`src/rtl/blue_screen_chroma_key_pixel_core_macros.svh`:
```
// Assertion macros for the blue-screen chroma key core.
`ifndef BLUE_SCREEN_CHROMA_KEY_PIXEL_CORE_MACROS_SVH
`define BLUE_SCREEN_CHROMA_KEY_PIXEL_CORE_MACROS_SVH
`ifndef SYNTHESIS
// Same-cycle implication, sampled on the rising clock edge outside reset.
`define BSCK_ASSERT_IMPLIES(lbl, pre, post) \
   lbl: assert property (@(posedge clock) disable iff (reset) (pre) |-> (post)) \
      else $error("chroma key check failed");
// Next-cycle implication.
`define BSCK_ASSERT_NEXT(lbl, pre, post) \
   lbl: assert property (@(posedge clock) disable iff (reset) (pre) |=> (post)) \
      else $error("chroma key check failed");
`else
`define BSCK_ASSERT_IMPLIES(lbl, pre, post)
`define BSCK_ASSERT_NEXT(lbl, pre, post)
`endif
`endif

```
`src/rtl/bsck_pkg.sv`:
```
// Shared types and constants for the blue-screen chroma key core.
package bsck_pkg;

   localparam int CHAN_W         = 8;
   localparam int DIST_W         = 9;
   localparam int NUM_W          = 17;
   localparam int PROD_W         = 16;
   localparam int CSR_IDX_W      = 1;
   localparam int DIV_STAGES     = 4;
   localparam int BITS_PER_STAGE = 2;

   localparam logic [CHAN_W-1:0] ALPHA_OPAQUE = 8'd255;
   localparam logic [CHAN_W-1:0] ALPHA_CLEAR  = 8'd0;

   localparam logic [CSR_IDX_W-1:0] CSR_DIST_LOW  = 1'b0;
   localparam logic [CSR_IDX_W-1:0] CSR_DIST_HIGH = 1'b1;

   localparam logic [DIST_W-1:0] DIST_LOW_RST  = 9'd25;
   localparam logic [DIST_W-1:0] DIST_HIGH_RST = 9'd75;

   typedef enum logic [1:0] {
      KEY_OPAQUE = 2'd0,
      KEY_CLEAR  = 2'd1,
      KEY_RAMP   = 2'd2
   } key_region_type;

   typedef struct packed {
      logic [CHAN_W-1:0] blue;
      logic [CHAN_W-1:0] green;
      logic [CHAN_W-1:0] red;
   } pixel_type;

   // Effective thresholds, low always below high.
   typedef struct packed {
      logic [DIST_W-1:0] low;
      logic [DIST_W-1:0] high;
   } thresh_type;

   typedef struct packed {
      pixel_type         pix;
      key_region_type    region;
      logic [NUM_W-1:0]  rem;
      logic [DIST_W-1:0] den;
      logic [CHAN_W-1:0] quo;
   } div_type;

   typedef struct packed {
      pixel_type         pix;
      logic [CHAN_W-1:0] alpha;
   } result_type;

endpackage

```
`src/rtl/bsck_csr.sv`:
```
// Threshold registers and their effective values.
module bsck_csr (
   input  logic                             clock,
   input  logic                             reset,
   input  logic                             csr_valid,
   output logic                             csr_ready,
   input  logic [bsck_pkg::CSR_IDX_W-1:0]   csr_index,
   input  logic [bsck_pkg::DIST_W-1:0]      csr_data,
   output bsck_pkg::thresh_type             thresh
);
   import bsck_pkg::*;

   logic [DIST_W-1:0] low_ff, low_in;
   logic [DIST_W-1:0] high_ff, high_in;
   logic [DIST_W-1:0] high_eff;

   assign csr_ready = 1'b1;

   always_comb begin
      low_in  = low_ff;
      high_in = high_ff;
      if (csr_valid) begin
         case (csr_index)
            CSR_DIST_LOW:  low_in  = csr_data;
            CSR_DIST_HIGH: high_in = csr_data;
            default: ;
         endcase
      end
   end

   always_ff @(posedge clock) begin
      if (reset) begin
         low_ff  <= DIST_LOW_RST;
         high_ff <= DIST_HIGH_RST;
      end else begin
         low_ff  <= low_in;
         high_ff <= high_in;
      end
   end

   // zero high treated as one; low clamped to high-1
   assign high_eff    = (high_ff == '0) ? DIST_W'(1) : high_ff;
   assign thresh.high = high_eff;
   assign thresh.low  = (low_ff >= high_eff) ? high_eff - DIST_W'(1) : low_ff;

endmodule

```
`src/rtl/bsck_key.sv`:
```
// Front stages: candidate test, blue excess and ramp numerator.
module bsck_key (
   input  logic                 clock,
   input  logic                 reset,
   input  logic                 in_valid,
   output logic                 in_ready,
   input  bsck_pkg::pixel_type  in_pix,
   input  bsck_pkg::thresh_type thresh,
   output logic                 out_valid,
   input  logic                 out_ready,
   output bsck_pkg::div_type    out_data
);
   import bsck_pkg::*;

   typedef struct packed {
      pixel_type         pix;
      logic              cand;
      logic [DIST_W-1:0] excess;
   } front_type;

   front_type         st1_ff, st1_in;
   div_type           st2_ff, st2_in;
   logic              v1_ff, v1_in;
   logic              v2_ff, v2_in;
   logic              en1, en2;
   logic [DIST_W:0]   dist_wide;
   logic [DIST_W-1:0] diff;

   assign en2      = !v2_ff || out_ready;
   assign en1      = !v1_ff || en2;
   assign in_ready = en1;

   // stage 1: blue largest (ties count) and 2b-g-r
   always_comb begin
      dist_wide     = {1'b0, in_pix.blue, 1'b0} - {2'b00, in_pix.green}
                      - {2'b00, in_pix.red};
      st1_in.pix    = in_pix;
      st1_in.cand   = (in_pix.blue >= in_pix.green) && (in_pix.blue >= in_pix.red);
      st1_in.excess = dist_wide[DIST_W-1:0];
      v1_in         = en1 ? in_valid : v1_ff;
   end

   // stage 2: region and 255*(high-d) over (high-low)
   always_comb begin
      diff          = thresh.high - st1_ff.excess;
      st2_in.pix    = st1_ff.pix;
      st2_in.rem    = {diff, {CHAN_W{1'b0}}} - {{CHAN_W{1'b0}}, diff};
      st2_in.den    = thresh.high - thresh.low;
      st2_in.quo    = '0;
      if (!st1_ff.cand || (st1_ff.excess < thresh.low)) begin
         st2_in.region = KEY_OPAQUE;
      end else if (st1_ff.excess > thresh.high) begin
         st2_in.region = KEY_CLEAR;
      end else begin
         st2_in.region = KEY_RAMP;
      end
      v2_in = en2 ? v1_ff : v2_ff;
   end

   always_ff @(posedge clock) begin
      if (reset) begin
         v1_ff <= 1'b0;
         v2_ff <= 1'b0;
      end else begin
         v1_ff <= v1_in;
         v2_ff <= v2_in;
      end
   end

   always_ff @(posedge clock) begin
      if (en1) begin
         st1_ff <= st1_in;
      end
      if (en2) begin
         st2_ff <= st2_in;
      end
   end

   assign out_valid = v2_ff;
   assign out_data  = st2_ff;

endmodule

```
`src/rtl/bsck_div.sv`:
```
// Pipelined restoring divider for the alpha ramp, two quotient bits a stage.
module bsck_div (
   input  logic              clock,
   input  logic              reset,
   input  logic              in_valid,
   output logic              in_ready,
   input  bsck_pkg::div_type in_data,
   output logic              out_valid,
   input  logic              out_ready,
   output bsck_pkg::div_type out_data
);
   import bsck_pkg::*;

   div_type st_ff [DIV_STAGES];
   div_type st_in [DIV_STAGES];
   div_type src   [DIV_STAGES];
   logic    v_ff  [DIV_STAGES];
   logic    src_v [DIV_STAGES];
   logic    en    [DIV_STAGES];

   for (genvar j = 0; j < DIV_STAGES; j++) begin : g_stage
      localparam int SH_HI = CHAN_W - 1 - BITS_PER_STAGE * j;

      logic [NUM_W-1:0] trial;
      div_type          nxt;

      if (j == 0) begin : g_first
         assign src[j]   = in_data;
         assign src_v[j] = in_valid;
      end else begin : g_rest
         assign src[j]   = st_ff[j-1];
         assign src_v[j] = v_ff[j-1];
      end

      if (j == DIV_STAGES - 1) begin : g_last
         assign en[j] = !v_ff[j] || out_ready;
      end else begin : g_mid
         assign en[j] = !v_ff[j] || en[j+1];
      end

      always_comb begin
         nxt   = src[j];
         trial = '0;
         for (int k = 0; k < BITS_PER_STAGE; k++) begin
            trial = {{(NUM_W-DIST_W){1'b0}}, nxt.den} << (SH_HI - k);
            if (nxt.rem >= trial) begin
               nxt.rem              = nxt.rem - trial;
               nxt.quo[SH_HI - k]   = 1'b1;
            end
         end
         st_in[j] = nxt;
      end

      always_ff @(posedge clock) begin
         if (reset) begin
            v_ff[j] <= 1'b0;
         end else if (en[j]) begin
            v_ff[j] <= src_v[j];
         end
      end

      always_ff @(posedge clock) begin
         if (en[j]) begin
            st_ff[j] <= st_in[j];
         end
      end
   end

   assign in_ready  = en[0];
   assign out_valid = v_ff[DIV_STAGES-1];
   assign out_data  = st_ff[DIV_STAGES-1];

endmodule

```
`src/rtl/bsck_blend.sv`:
```
// Back stages: alpha select and blend toward white with exact divide by 255.
module bsck_blend (
   input  logic                 clock,
   input  logic                 reset,
   input  logic                 in_valid,
   output logic                 in_ready,
   input  bsck_pkg::div_type    in_data,
   output logic                 out_valid,
   input  logic                 out_ready,
   output bsck_pkg::result_type out_data
);
   import bsck_pkg::*;

   typedef struct packed {
      logic [2:0][PROD_W-1:0] prod;
      logic [CHAN_W-1:0]      alpha;
   } prod_stage_type;

   typedef struct packed {
      logic [2:0][PROD_W-1:0] prod;
      logic [2:0][CHAN_W-1:0] est;
      logic [CHAN_W-1:0]      alpha;
   } est_stage_type;

   prod_stage_type          st7_ff, st7_in;
   est_stage_type           st8_ff, st8_in;
   result_type              st9_ff, st9_in;
   logic                    v7_ff, v7_in;
   logic                    v8_ff, v8_in;
   logic                    v9_ff, v9_in;
   logic                    en7, en8, en9;
   logic [2:0][CHAN_W-1:0]  chan;
   logic [CHAN_W-1:0]       alpha;
   logic [2:0][23:0]        scaled;
   logic [2:0][PROD_W-1:0]  back;
   logic [2:0][PROD_W-1:0]  resid;
   logic [2:0][CHAN_W-1:0]  quo;
   logic [2:0][CHAN_W-1:0]  blended;

   assign en9      = !v9_ff || out_ready;
   assign en8      = !v8_ff || en9;
   assign en7      = !v7_ff || en8;
   assign in_ready = en7;

   // channel 0 blue, 1 green, 2 red
   assign chan[0] = in_data.pix.blue;
   assign chan[1] = in_data.pix.green;
   assign chan[2] = in_data.pix.red;

   // stage 7: alpha and c*alpha; a pass-through pixel has alpha 255,
   // which the blend leaves unchanged
   always_comb begin
      case (in_data.region)
         KEY_OPAQUE: alpha = ALPHA_OPAQUE;
         KEY_CLEAR:  alpha = ALPHA_CLEAR;
         KEY_RAMP:   alpha = in_data.quo;
         default:    alpha = ALPHA_OPAQUE;
      endcase
      for (int c = 0; c < 3; c++) begin
         st7_in.prod[c] = {{CHAN_W{1'b0}}, chan[c]} * {{CHAN_W{1'b0}}, alpha};
      end
      st7_in.alpha = alpha;
      v7_in        = en7 ? in_valid : v7_ff;
   end

   // stage 8: estimate x/255 as x*257 >> 16, at most one low
   always_comb begin
      for (int c = 0; c < 3; c++) begin
         scaled[c]     = {st7_ff.prod[c], {CHAN_W{1'b0}}}
                         + {{CHAN_W{1'b0}}, st7_ff.prod[c]};
         st8_in.est[c] = scaled[c][23:16];
      end
      st8_in.prod  = st7_ff.prod;
      st8_in.alpha = st7_ff.alpha;
      v8_in        = en8 ? v7_ff : v8_ff;
   end

   // stage 9: correct the estimate, add the white share
   always_comb begin
      for (int c = 0; c < 3; c++) begin
         back[c]    = {st8_ff.est[c], {CHAN_W{1'b0}}}
                      - {{CHAN_W{1'b0}}, st8_ff.est[c]};
         resid[c]   = st8_ff.prod[c] - back[c];
         quo[c]     = (resid[c] >= PROD_W'(ALPHA_OPAQUE))
                      ? st8_ff.est[c] + CHAN_W'(1) : st8_ff.est[c];
         blended[c] = (ALPHA_OPAQUE - st8_ff.alpha) + quo[c];
      end
      st9_in.pix.blue  = blended[0];
      st9_in.pix.green = blended[1];
      st9_in.pix.red   = blended[2];
      st9_in.alpha     = st8_ff.alpha;
      v9_in            = en9 ? v8_ff : v9_ff;
   end

   always_ff @(posedge clock) begin
      if (reset) begin
         v7_ff <= 1'b0;
         v8_ff <= 1'b0;
         v9_ff <= 1'b0;
      end else begin
         v7_ff <= v7_in;
         v8_ff <= v8_in;
         v9_ff <= v9_in;
      end
   end

   always_ff @(posedge clock) begin
      if (en7) begin
         st7_ff <= st7_in;
      end
      if (en8) begin
         st8_ff <= st8_in;
      end
      if (en9) begin
         st9_ff <= st9_in;
      end
   end

   assign out_valid = v9_ff;
   assign out_data  = st9_ff;

endmodule

```
`src/rtl/blue_screen_chroma_key_pixel_core.sv`:
```
// Blue-screen chroma key core: one BGR pixel in, keyed BGR plus alpha out.
// Pipeline: nine register stages, four of them the ramp divider.
// Throughput: one pixel per cycle while rsp_ready does not stall the output.
// A stalled output backs up stage by stage; empty stages keep taking beats meanwhile.
// Reset (synchronous, active high) empties the pipe and sets thresholds to 25 and 75.
`include "blue_screen_chroma_key_pixel_core_macros.svh"

module blue_screen_chroma_key_pixel_core (
   input  logic                           clock,
   input  logic                           reset,
   // pixel input beat
   input  logic                           req_valid,
   output logic                           req_ready,
   input  logic [bsck_pkg::CHAN_W-1:0]    req_blue_in,
   input  logic [bsck_pkg::CHAN_W-1:0]    req_green_in,
   input  logic [bsck_pkg::CHAN_W-1:0]    req_red_in,
   // keyed pixel output beat
   output logic                           rsp_valid,
   input  logic                           rsp_ready,
   output logic [bsck_pkg::CHAN_W-1:0]    rsp_blue_out,
   output logic [bsck_pkg::CHAN_W-1:0]    rsp_green_out,
   output logic [bsck_pkg::CHAN_W-1:0]    rsp_red_out,
   output logic [bsck_pkg::CHAN_W-1:0]    rsp_alpha_out,
   // threshold writes
   input  logic                           csr_valid,
   output logic                           csr_ready,
   input  logic [bsck_pkg::CSR_IDX_W-1:0] csr_index,
   input  logic [bsck_pkg::DIST_W-1:0]    csr_data
);
   import bsck_pkg::*;

   thresh_type thresh;
   pixel_type  in_pix;
   div_type    key_data, div_data;
   result_type res_data;
   logic       key_valid, key_ready;
   logic       div_valid, div_ready;

   assign in_pix.blue  = req_blue_in;
   assign in_pix.green = req_green_in;
   assign in_pix.red   = req_red_in;

   // Threshold registers; effective values clamped so low < high always.
   bsck_csr u_csr (
      .clock     (clock),
      .reset     (reset),
      .csr_valid (csr_valid),
      .csr_ready (csr_ready),
      .csr_index (csr_index),
      .csr_data  (csr_data),
      .thresh    (thresh)
   );

   // Stages 1-2: candidate test (blue largest, ties count), blue excess,
   // region select and the ramp numerator 255*(high-d).
   bsck_key u_key (
      .clock     (clock),
      .reset     (reset),
      .in_valid  (req_valid),
      .in_ready  (req_ready),
      .in_pix    (in_pix),
      .thresh    (thresh),
      .out_valid (key_valid),
      .out_ready (key_ready),
      .out_data  (key_data)
   );

   // Stages 3-6: quotient is at most 255, so eight restoring steps suffice.
   // Off-ramp beats run through as well; their quotient is discarded later.
   bsck_div u_div (
      .clock     (clock),
      .reset     (reset),
      .in_valid  (key_valid),
      .in_ready  (key_ready),
      .in_data   (key_data),
      .out_valid (div_valid),
      .out_ready (div_ready),
      .out_data  (div_data)
   );

   // Stages 7-9: alpha select, c*alpha, divide by 255 via reciprocal plus
   // one correction, then add 255-alpha. Stage 9 is the output register.
   bsck_blend u_blend (
      .clock     (clock),
      .reset     (reset),
      .in_valid  (div_valid),
      .in_ready  (div_ready),
      .in_data   (div_data),
      .out_valid (rsp_valid),
      .out_ready (rsp_ready),
      .out_data  (res_data)
   );

   assign rsp_blue_out  = res_data.pix.blue;
   assign rsp_green_out = res_data.pix.green;
   assign rsp_red_out   = res_data.pix.red;
   assign rsp_alpha_out = res_data.alpha;

   // An empty output stage opens the whole ready chain.
   `BSCK_ASSERT_IMPLIES(a_ready_when_out_empty, !rsp_valid, req_ready)
   // Fully keyed-out pixels blend to pure white.
   `BSCK_ASSERT_IMPLIES(a_clear_is_white, rsp_valid && (rsp_alpha_out == ALPHA_CLEAR), (rsp_blue_out == ALPHA_OPAQUE) && (rsp_green_out == ALPHA_OPAQUE) && (rsp_red_out == ALPHA_OPAQUE))
   // Clamped thresholds keep the ramp divisor non-zero.
   `BSCK_ASSERT_IMPLIES(a_thresh_order, 1'b1, thresh.low < thresh.high)
   // A non-zero high threshold is used as written.
   `BSCK_ASSERT_NEXT(a_high_taken, csr_valid && csr_ready && (csr_index == CSR_DIST_HIGH) && (csr_data != '0), thresh.high == $past(csr_data))

endmodule
```
`config.mk`:
```
export PLATFORM = sky130hd
export DESIGN_NAME = blue_screen_chroma_key_pixel_core
export DESIGN_NICKNAME = d
export VERILOG_FILES = /design/src/rtl/bsck_pkg.sv /design/src/rtl/bsck_csr.sv /design/src/rtl/bsck_key.sv /design/src/rtl/bsck_div.sv /design/src/rtl/bsck_blend.sv /design/src/rtl/blue_screen_chroma_key_pixel_core.sv
export VERILOG_INCLUDE_DIRS = /design/src /design/src/rtl
export SDC_FILE = /design/constraint.sdc
export NUM_CORES = 1
export LEC_CHECK = 0
export ABC_AREA = 0
export BUFFER_PORTS_ARGS = -buffer_cell sky130_fd_sc_hd__buf_2
export CELL_PAD_IN_SITES_DETAIL_PLACEMENT = 0
export CELL_PAD_IN_SITES_GLOBAL_PLACEMENT = 2
export CORE_UTILIZATION = 45
export CTS_BUF_LIST = sky130_fd_sc_hd__clkbuf_8
export DETAILED_ROUTE_END_ITERATION = 10
export HOLD_SLACK_MARGIN = 0.02
export PLACE_DENSITY_LB_ADDON = 0.1
export SYNTH_ARGS = -nofsm -noshare
export SYNTH_HDL_FRONTEND = slang
export SYNTH_HIERARCHICAL = 1
export SYNTH_SLANG_ARGS = --single-unit
```
`constraint.sdc`:
```
create_clock -name clock -period 7.08 [get_ports clock]
set_input_delay 0.708 -clock clock [delete_from_list [all_inputs] [get_ports clock]]
set_output_delay 0.708 -clock clock [all_outputs]
set_load 0.005 [all_outputs]
```
# After elaboration in Yosys (flattened, before gate mapping)
# Memories as Yosys holds them, arrays and structs flattened.
# Cells that the tools add are included.
# Widths: inputs -> output; s select.
# totals
ff_bits,277
ram_bits,244
in_bits,39
out_inout_bits,35
elab_cells,160
mem_count,2
# memory_table
memory,depth,width,read_ports,rd_clocked_by_memory_dff,write_ports,line,text
u_div.st_ff,4,60,4,0,4,bsck_div.sv:14,div_type st_ff [DIV_STAGES];
u_div.v_ff,4,1,4,0,4,bsck_div.sv:17,logic v_ff [DIV_STAGES];
# op_classes
addsub,30
multipliers,3
order_cmp,16
n_eq_ne,2
muxes,45
bitwise_logic,5
reduce_logical,24
# op_table
operator,n
$mux 17,8
$add 24x16->24,3
$ge 16x8->1 const B,3
$mul 8x8->16,3
$sub 16x16->16,3
$sub 16x8->16,3
$sub 17x9->17,2
$mux 1,30
$add 8x1->8 const B,3
$add 8x8->8,3
$mux 8,3
$mux 9,2
$sub 9x8->9,2
$sub 9x9->9,2
$ge 17x10->1,1
$ge 17x11->1,1
$ge 17x12->1,1
$ge 17x13->1,1
$ge 17x14->1,1
$ge 17x15->1,1
$ge 17x16->1,1
$ge 17x9->1,1
$sub 17x10->17,1
$sub 17x11->17,1
22 further kinds,45

# Depth between registers and ports, before layout
# Gate-level depths: netlist (run 1).
# depth
ltp_word,12
depth_mapped,23
depth_no_buf,21

# Modules after synthesis
# The synthesis (run 1) kept the hierarchy.
# modules_own_cells
module,n_inst,cells_per_inst,area_per_inst_um2,seq_area_each_um2
bsck_blend,1,1640,16489.6,5104.9
bsck_div,1,965,12488.2,7327.0
bsck_key,1,422,5081.1,2622.5
bsck_csr,1,150,1169.9,360.3

# Least setup slack after synthesis (run 1)
# No wires, ideal clock.
# synth_timing
kind,input to output
from,input rsp_ready
to,output req_ready
arrival_time_ps,5242
required_time_ps,6372
setup_slack_ps,1130
path_stages,8
n_path_buf,0
cell_sequence,nor2b_1 -> and2_1 -> nand2_1 -> nor2b_1 -> and3_1 -> nand2_1 -> nor2b_1 -> nand2_1
# synth_between
elab_chain_len,9
# synth_rtl
element,line,text
start: declaration,blue_screen_chroma_key_pixel_core.sv:19,"input logic rsp_ready,"
$logic_or 1x1->1,bsck_blend.sv:40,assign en9 = !v9_ff || out_ready;
$logic_or 1x1->1,bsck_blend.sv:41,assign en8 = !v8_ff || en9;
$logic_or 1x1->1,bsck_blend.sv:42,assign en7 = !v7_ff || en8;
named net div_ready,blue_screen_chroma_key_pixel_core.sv:37,"logic div_valid, div_ready;"
$logic_or 1x1->1,bsck_div.sv:36,assign en[j] = !v_ff[j] || out_ready;
$logic_or 1x1->1 (3 in a row),bsck_div.sv:38,assign en[j] = !v_ff[j] || en[j+1];
named net key_ready,blue_screen_chroma_key_pixel_core.sv:36,"logic key_valid, key_ready;"
$logic_or 1x1->1,bsck_key.sv:29,assign en2 = !v2_ff || out_ready;
$logic_or 1x1->1,bsck_key.sv:30,assign en1 = !v1_ff || en2;
end: declaration,blue_screen_chroma_key_pixel_core.sv:13,"output logic req_ready,"
# The timed path passes the listed nets, and every way through them passes these cells.

==> out/results.ini, run 1 <==
[setup_path]
rr_worst_depth=18
endpoint=u_div/st_ff[1][28]
max_stage_delay_ns=0.69
arrival_ns=6.20
cp_max_fo=16
rrSetupSlack_ns=1.28
required_ns=7.48
worst_path_max_delay_cell=nor2b_1
startpoint=u_div/st_ff[0][22]
critPathLaunchType=register
criticalPathCategory=reg -> reg
end_kind=register
rr_startpoint=u_div/st_ff[0][22]
crit_chain=inv_1 -> ha_1 -> inv_1 -> fa_1 -> a21o_1 -> a221o_1 -> o221ai_1 -> o21a_1 -> mux2i_1 -> ha_1 -> nor2b_1 -> o31a_1 -> o211ai_1 -> a21oi_1 -> a211oi_1 -> nand2_1 -> nor2b_1 -> mux2_1
regToRegEndpoint=u_div/st_ff[1][28]

[die]
dieArea_mm2=0.0766
initial_core_util=0.455
die_h_um=277
design.core.area_mm2=0.0746
ios=74
rows=100
die_x_um=277

[final_layout]
layout.nets=3749
seq_area_mm2=0.0146
area_growth_pct=9.62
fill_cells=6763
multi_input_area_mm2=0.0175
drive_gt1_frac=0.0828

[cts]
cts_sinks=495
h-tree-depth=3
cts_resized=0
clk_latency_ns=0.69
cts-root-buf=clkbuf_8
post_cts_buffers=0
postCtsHoldBufs=0
cts_tree=done
cts_buffers=87
path_clk_slew_ns=0.06
cts.path.max_buffers=3

[worst_hold_path]
worst_hold_path_type=in -> reg
hold_start=req_red_in[7]

[detailed_routing]
wl_per_cell_um=16.8
ant_nets=0
drc_errors=0
wirelength_mm=71.4
vias=22300
vias_per_cell=5.26
dr.pass1.iters=5
initialDrtViolationCount=996

[timing]
skew_ns=0.0569
max_freq_mhz=172
grt_setup_unrepaired=false
period_minus_slack_ns=5.80
worst_pin_slew_ns=1.07
hold_violations=0
finalSetupViolations=0
finalMaxSlewViolations=0
period_share=0.819
setup_tns_ns=0
slew_headroom=0.285

[yosys]
syn_avg_cell_area_um2=11.0
yosysWarnings=6
synthCells=3085
syn-cell-area_mm2=0.0340

[grt]
overflow=0
grt_pass1_vias=23200
grt_pass1_wl_mm=119
grt_start_max_net_pins=64
grt_use_total=0.191
antenna_found_initial=1

[flow_run]
max_cap_violations=0

[placement]
gp_congestion=0.872
port_buffers=72
dp_hpwl_mm=55.5

[status]
status=finished clean

[metrics by stage]
step,setup slack (ns),hold WS [ns],instance area (µm²),cells,utilization
final,1.28,0.208,37200,4244,0.499
after global routing,0.787,0.150,37200,4244,0.499
after CTS,1.29,0.123,37200,4243,0.499
after detailed placement,1.31,0.405,35400,4087,0.474
after global placement,1.40,0.401,35400,4087,0.474
after floorplan,1.13,0.400,34000,3092,-
[worst max-delay path: cells and delay by family (launching register included)]
kind / cells / cell delay, ns
flip-flops: 1 / 0.35
AND/OR/NAND/NOR: 3 / 0.95
AO/OA/AOI/OAI: 8 / 2.42
adder cells (fa/ha/maj): 3 / 0.88
multiplexers: 2 / 0.80
buffers and inverters: 2 / 0.14
[worst min-delay path by stage]
stage,end,depth (start not counted)
after detailed placement,u_div/st_ff[0][42],0
after floorplan,u_blend/st8_ff[0],0
after CTS,u_key/st1_ff[17],1
after global placement,u_div/st_ff[2][55],0
final,u_key/st1_ff[17],1
after global routing,u_key/st1_ff[17],1
[metal layers]
metal	track usage	vias up	wire, µm
met5	0	-	0
li1	-	11100	-
met3	0.0246	95	2190
met1	0.241	10800	32300
met2	0.341	337	35500
met4	0.0561	0	1470
[flip-flops by register name, summed over array words and instances (netlist names), 4 cells and up]
register,cells
u_key/out_data,52
u_key/st1_ff,34
u_csr/low_ff,9
u_div/v_ff,4
u_blend/st7_ff,56
u_blend/st8_ff,80
u_div/st_ff,214
u_csr/high_ff,9
u_blend/out_data,32
[cell usage in the layout, fill, tap and decap left out, drive strengths merged, types with 43 or more instances in the layout]
cell and count:
a21oi 132, xnor2 132, nor2 161, inv 449, clkbuf 87, o21a 43
ha 376, nand2 188, nor3 58, o21ai 124, and2 161, buf 85
fa 127, xor2 53, a21o 50, edfxtp 472
[cell type report]
class | count | area share
diodes | 1 | 0.0000672
clock buffers | 87 | 0.0322
clock inverters | 69 | 0.0176
inverters | 427 | 0.0431
multi-input cells | 2111 | 0.469
flip-flops and latches | 495 | 0.393
well taps | 969 | 0.0326
repair buffers | 85 | 0.0123
Power of run 1 is not shown: default switching activity piles up to over one toggle a cycle in this logic, so the estimate is an artifact.
==> run 2: changes to the inputs <==
- CORE_UTILIZATION: 45 -> 41
- clock period: 7.08 -> 5.29 ns (I/O delays scaled with it)
==> run 2 against run 1 <==
Effect of this change: die area is 9.7% higher; first-iteration DRC count is 10% lower; critical endpoint is now u_blend/st7_ff[38]; worst setup slack worse by 1.1 ns; critical path depth is 1 higher; hold slack worse by 0.11 ns; largest cell class unchanged.
==> out/results.ini, run 2 (synthesis gave the netlist of run 1 again) <==
[status]
status=finished clean  ; unchanged

[detailed_routing]
highest_layer=met5  ; was met4
ant_nets=0  ; unchanged
drc_errors=0  ; unchanged
dr.pass1.iters=5  ; unchanged
wl_per_cell_um=16.9  ; was 16.8 µm
met3_length_mm=2.21  ; was 2.19 mm
wirelength_mm=75.1  ; was 71.4 mm
vias_per_cell=5.12  ; was 5.26
wl_met1_mm=32.3  ; about the same
vias=22800  ; was 22,300
met2WireLength_mm=37.9  ; was 35.5 mm
initialDrtViolationCount=894  ; was 996

[grt]
antenna_found_initial=7  ; was 1
grt_start_max_net_pins=62  ; was 64
overflow=0  ; unchanged
grt_use_total=0.181  ; was 0.191
grt_pass1_wl_mm=123  ; was 119 mm
grt_pass1_vias=23800  ; was 23,200

[final_layout]
top_register=u_div/st_ff  ; unchanged
fin_cells=4444  ; was 4,244
multi_input_area_mm2=0.0177  ; was 0.0175 mm²
seq_area_mm2=0.0146  ; unchanged
largest_reg_flops=214  ; unchanged
fill_cells=7694  ; was 6,763
layout_common_cells=472 x edfxtp_1, 446 x inv_1, 370 x ha_1  ; was 472 x edfxtp_1, 439 x inv_1, 376 x ha_1
drive_gt1_frac=0.115  ; was 0.0828
top_regs=u_div/st_ff x214, u_blend/st8_ff x80, u_blend/st7_ff x56  ; unchanged
final_common_cell=edfxtp_1  ; unchanged
layout.nets=3837  ; was 3,749
area_growth_pct=12.9  ; was 9.62%

[placement]
port_buffers=72  ; unchanged
dp_hpwl_mm=59.3  ; was 55.5 mm
pre_cts_ws_ns=0.00758  ; was 1.31 ns
dp.cells=4248  ; was 4,087
gp_congestion=0.845  ; was 0.872

[flow_run]
max_cap_violations=0  ; unchanged

[die]
design.core.area_mm2=0.0820  ; was 0.0746 mm²
ios=74  ; unchanged
die_x_um=290  ; was 277 µm
dieArea_mm2=0.0840  ; was 0.0766 mm²
die_h_um=290  ; was 277 µm
rows=105  ; was 100
initial_core_util=0.414  ; was 0.455

[cts]
cts_sinks=495  ; unchanged
cts_buffers=91  ; was 87
clk_latency_ns=0.68  ; was 0.69 ns
h-tree-depth=3  ; unchanged
cts.path.max_buffers=3  ; unchanged
cts_tree=done  ; unchanged
path_clk_slew_ns=0.06  ; about the same
cts-root-buf=clkbuf_8  ; unchanged

[timing]
hold_violations=0  ; unchanged
finalMaxSlewViolations=0  ; unchanged
period_share=0.959  ; was 0.819
skew_ns=0.0273  ; was 0.0569 ns
finalSetupViolations=0  ; unchanged
worst_pin_slew_ns=1.06  ; was 1.07 ns
period_minus_slack_ns=5.07  ; was 5.80 ns
max_freq_mhz=197  ; was 172 MHz
hold-worst-slack_ns=0.0965  ; was 0.208 ns
slew_headroom=0.296  ; was 0.285
setup_tns_ns=0  ; unchanged
layout_setup_ws_ns=0.216  ; was 1.28 ns

[setup_path]
cp_max_fo=6  ; was 16
critPathLaunchType=register  ; unchanged
cp_top_family=adder cells  ; was compound AO/OA/AOI/OAI gates
arrival_ns=5.50  ; was 6.20 ns
path_depth=19  ; was 18
rr_startpoint=u_div/st_ff[3][34]  ; was u_div/st_ff[0][22]
startpoint=u_div/st_ff[3][34]  ; was u_div/st_ff[0][22]
max_stage_delay_ns=0.54  ; was 0.69 ns
end_kind=register  ; unchanged
required_ns=5.71  ; was 7.48 ns
rr_worst_depth=19  ; was 18
crit_chain=nand2b_4 -> buf_4 -> o21a_4 -> buf_4 -> and2_1 -> fa_1 -> inv_1 -> fa_1 -> inv_1 -> fa_1 -> inv_1 -> fa_1 -> inv_1 -> ha_1 -> o311a_1 -> o21a_1 -> o21a_1 -> o41ai_2 -> xnor2_1  ; was inv_1 -> ha_1 -> inv_1 -> fa_1 -> a21o_1 -> a221o_1 -> o221ai_1 -> o21a_1 -> mux2i_1 -> ha_1 -> nor2b_1 -> o31a_1 -> o211ai_1 -> a21oi_1 -> a211oi_1 -> nand2_1 -> nor2b_1 -> mux2_1
criticalPathCategory=reg -> reg  ; unchanged
crit_buf_inv=6  ; was 2
worst_path_max_delay_cell=fa_1  ; was nor2b_1

[worst_hold_path]
min_delay_path_depth=1  ; unchanged
hold_start=req_blue_in[7]  ; was req_red_in[7]
worst_hold_path_type=in -> reg  ; unchanged

run 2: what timing repair did:
| item | 4_1_cts | 5_1_grt |
|---|---|---|
| gates resized for setup | 2 | 65 |
| setup endpoints to repair | 3 | 35 |
| hold buffers | 21 | 0 |
| setup buffers | 0 | 3 |
| pin swaps | 0 | 11 |
| endpoints found under the hold margin | 22 | 0 |
run 2: area by class of cell:
class	instances	share of cell area
Multi-Input combinational cell	2111	0.463
Sequential cell	495	0.382
Inverter	427	0.0418
Tap cell	1070	0.0349
Clock buffer	92	0.0330
Timing Repair Buffer	169	0.0307
Clock inverter	75	0.0149
Antenna cell	5	0.000326
run 2: path summary, 6_finish.rpt:
kind	end	slack, ns
worst min-delay path	u_key/st1_ff[33]	0.1
worst max register to register	u_blend/st7_ff[38]	0.22
worst max-delay path	u_blend/st7_ff[38]	0.22
worst min register to register	u_div/st_ff[1][37]	0.41
run 2: per-stage QoR:
stage | util | instance area [µm²]
CTS | 0.464 | 38000
global placement | 0.439 | 36000
detailed placement | 0.439 | 36000
finish | 0.468 | 38300
global route | 0.468 | 38300
floorplan | - | 34000
run 2: metal layers:
metal | track usage | up-vias
met5 | 0 | -
met4 | 0.0676 | 4
met3 | 0.0289 | 158
met2 | 0.329 | 323
met1 | 0.212 | 11000
li1 | - | 11300
Power of run 2 is left out for the same reason.
==> run 3: changes to the inputs <==
- PLACE_DENSITY_LB_ADDON: 0.1 -> 0.2
==> run 3 against run 2 <==
Effect of this change: global-route usage grew 0.67 points; first-iteration DRC count up 14%; clock skew rose by 0.017 ns; highest routed layer unchanged; core utilization shrank 0.20 points; wire length is 4.7% higher; hold slack hardly changed; worst setup slack worse by 0.094 ns; critical endpoint is now u_blend/st7_ff[39]; fmax down 1.8%; via count decreased by 0.18%.
==> out/results.ini, run 3 (synthesis gave the netlist of run 1 again) <==
[status]
status=finished clean  ; unchanged

[final_layout]
top_register=u_div/st_ff  ; unchanged
area_growth_pct=12.4  ; was 12.9%
final_common_cell=edfxtp_1  ; unchanged
final_area_mm2=0.0382  ; was 0.0383 mm²
largest_reg_flops=214  ; unchanged
top_regs=u_div/st_ff x214, u_blend/st8_ff x80, u_blend/st7_ff x56  ; unchanged
layout.nets=3836  ; was 3,837
layout_common_cells=472 x edfxtp_1, 448 x inv_1, 373 x ha_1  ; was 472 x edfxtp_1, 446 x inv_1, 370 x ha_1
fin_cells=4436  ; was 4,444
drive_gt1_frac=0.109  ; was 0.115

[grt]
overflow=0  ; unchanged
grt_pass1_wl_mm=125  ; was 123 mm
antenna_found_initial=2  ; was 7
grt_start_max_net_pins=62  ; unchanged
grt_use_total=0.187  ; was 0.181
grt_pass1_vias=23500  ; was 23,800

[detailed_routing]
ant_nets=0  ; unchanged
dr.pass1.iters=5  ; unchanged
wirelength_mm=78.6  ; was 75.1 mm
vias=22700  ; was 22,800
highest_layer=met5  ; unchanged
drc_errors=0  ; unchanged
initialDrtViolationCount=1018  ; was 894
met2WireLength_mm=42.6  ; was 37.9 mm
vias_per_cell=5.12  ; about the same
wl_per_cell_um=17.7  ; was 16.9 µm
met3_length_mm=2.27  ; was 2.21 mm
wl_met1_mm=32.1  ; was 32.3 mm

[setup_path]
rr_worst_depth=20  ; was 19
crit_buf_inv=5  ; was 6
end_kind=register  ; unchanged
rrSetupSlack_ns=0.12  ; was 0.22 ns
rr_startpoint=u_div/st_ff[3][34]  ; unchanged
critPathLaunchType=register  ; unchanged
max_stage_delay_ns=0.53  ; was 0.54 ns
cp_max_fo=7  ; was 6
arrival_ns=5.57  ; was 5.50 ns
criticalPathCategory=reg -> reg  ; unchanged
required_ns=5.69  ; was 5.71 ns
cp_top_family=adder cells  ; unchanged
worst_path_max_delay_cell=fa_1  ; unchanged
regToRegEndpoint=u_blend/st7_ff[39]  ; was u_blend/st7_ff[38]
crit_chain=nand2b_4 -> o21a_4 -> and2_1 -> fa_1 -> inv_1 -> fa_1 -> inv_1 -> fa_1 -> inv_1 -> fa_1 -> inv_1 -> ha_1 -> buf_4 -> a21boi_1 -> o21ai_1 -> a21oi_2 -> nand4_1 -> nand3_2 -> o41ai_4 -> xnor2_1  ; was nand2b_4 -> buf_4 -> o21a_4 -> buf_4 -> and2_1 -> fa_1 -> inv_1 -> fa_1 -> inv_1 -> fa_1 -> inv_1 -> fa_1 -> inv_1 -> ha_1 -> o311a_1 -> o21a_1 -> o21a_1 -> o41ai_2 -> xnor2_1

[die]
die_h_um=290  ; unchanged
ios=74  ; unchanged
dieArea_mm2=0.0840  ; unchanged
rows=105  ; unchanged
initial_core_util=0.414  ; unchanged
die_x_um=290  ; unchanged
design.core.area_mm2=0.0820  ; unchanged

[timing]
slew_headroom=0.346  ; was 0.296
period_share=0.977  ; was 0.959
setup_tns_ns=0  ; unchanged
finalSetupViolations=0  ; unchanged
grt_setup_unrepaired=true
worst_pin_slew_ns=0.982  ; was 1.06 ns
hold_violations=0  ; unchanged
hold-worst-slack_ns=0.0963  ; was 0.0965 ns
max_freq_mhz=194  ; was 197 MHz
period_minus_slack_ns=5.17  ; was 5.07 ns
finalMaxSlewViolations=0  ; unchanged
skew_ns=0.0443  ; was 0.0273 ns

[placement]
placed_cell_area_mm2=0.0360  ; about the same
gp_congestion=0.828  ; was 0.845
port_buffers=72  ; unchanged
dp.cells=4252  ; was 4,248
dp_hpwl_mm=62.2  ; was 59.3 mm

[worst_hold_path]
min_delay_path_depth=1  ; unchanged
whs_endpoint=u_key/st1_ff[30]  ; was u_key/st1_ff[33]
hold_start=req_blue_in[4]  ; was req_blue_in[7]
worst_hold_path_type=in -> reg  ; unchanged

[cts]
clk_latency_ns=0.71  ; was 0.68 ns
cts_buffers=84  ; was 91
cts_sinks=495  ; unchanged
h-tree-depth=3  ; unchanged
cts_tree=done  ; unchanged
cts-root-buf=clkbuf_8  ; unchanged
path_clk_slew_ns=0.06  ; about the same
cts.path.max_buffers=3  ; unchanged

[flow_run]
max_cap_violations=0  ; unchanged

## run 3: cell count changes in the layout (fill, tap and decap cells not counted), sizes merged
cell	delta
clkbuf	-7
clkinv	-6
dlygate4sd3	+5
inv	+3
diode	-2
buf	+1
bufinv	-1
clkinvlp	-1
## run 3: what timing repair did
item                                    CTS  global route
hold endpoints to repair                 31             0
setup buffers                             0             0
pin swaps                                 0             8
endpoints found under the setup margin    3            39
gates resized for setup                   4            42
hold buffers                             26             0
## run 3: how the worst max path moves through the flow
stage / from / to / slack (ns) / cells after the start
final: u_div/st_ff[3][34] / u_blend/st7_ff[39] / 0.12 / 20
after floorplan: u_div/st_ff[3][34] / u_blend/st7_ff[38] / 0.09 / 19
after detailed placement: u_div/st_ff[3][34] / u_blend/st7_ff[39] / 0.007 / 19
after global placement: u_div/st_ff[3][34] / u_blend/st7_ff[38] / 0.1 / 18
after global routing: u_div/st_ff[3][34] / u_blend/st7_ff[39] / -0.13 / 20
after CTS: u_div/st_ff[3][34] / u_blend/st7_ff[23] / 0.03 / 20
## run 3: routing by layer
layer	global-route usage	vias to the layer above
met4	0.0509	2
met3	0.0271	113
met2	0.364	334
met1	0.211	11000
met5	0	-
li1	-	11300
## run 3: cell type report
type,count,area (µm²)
Multi-Input combinational cell,2111,17700
Inverter,427,1600
Fill cell,7589,43800
Timing Repair Buffer,175,1220
Clock inverter,70,532
Sequential cell,495,14600
Tap cell,1070,1340
Clock buffer,85,1170
Antenna cell,3,7.51
## run 3: metrics by stage
| stage | util | setup WS [ns] |
|---|---|---|
| finish | 0.466 | 0.122 |
| CTS | 0.463 | 0.0345 |
| global route | 0.466 | -0.131 |
| global placement | 0.439 | 0.0990 |
| floorplan | - | 0.0907 |
| detailed placement | 0.439 | 0.00717 |
Power of run 3 is left out for the same reason.
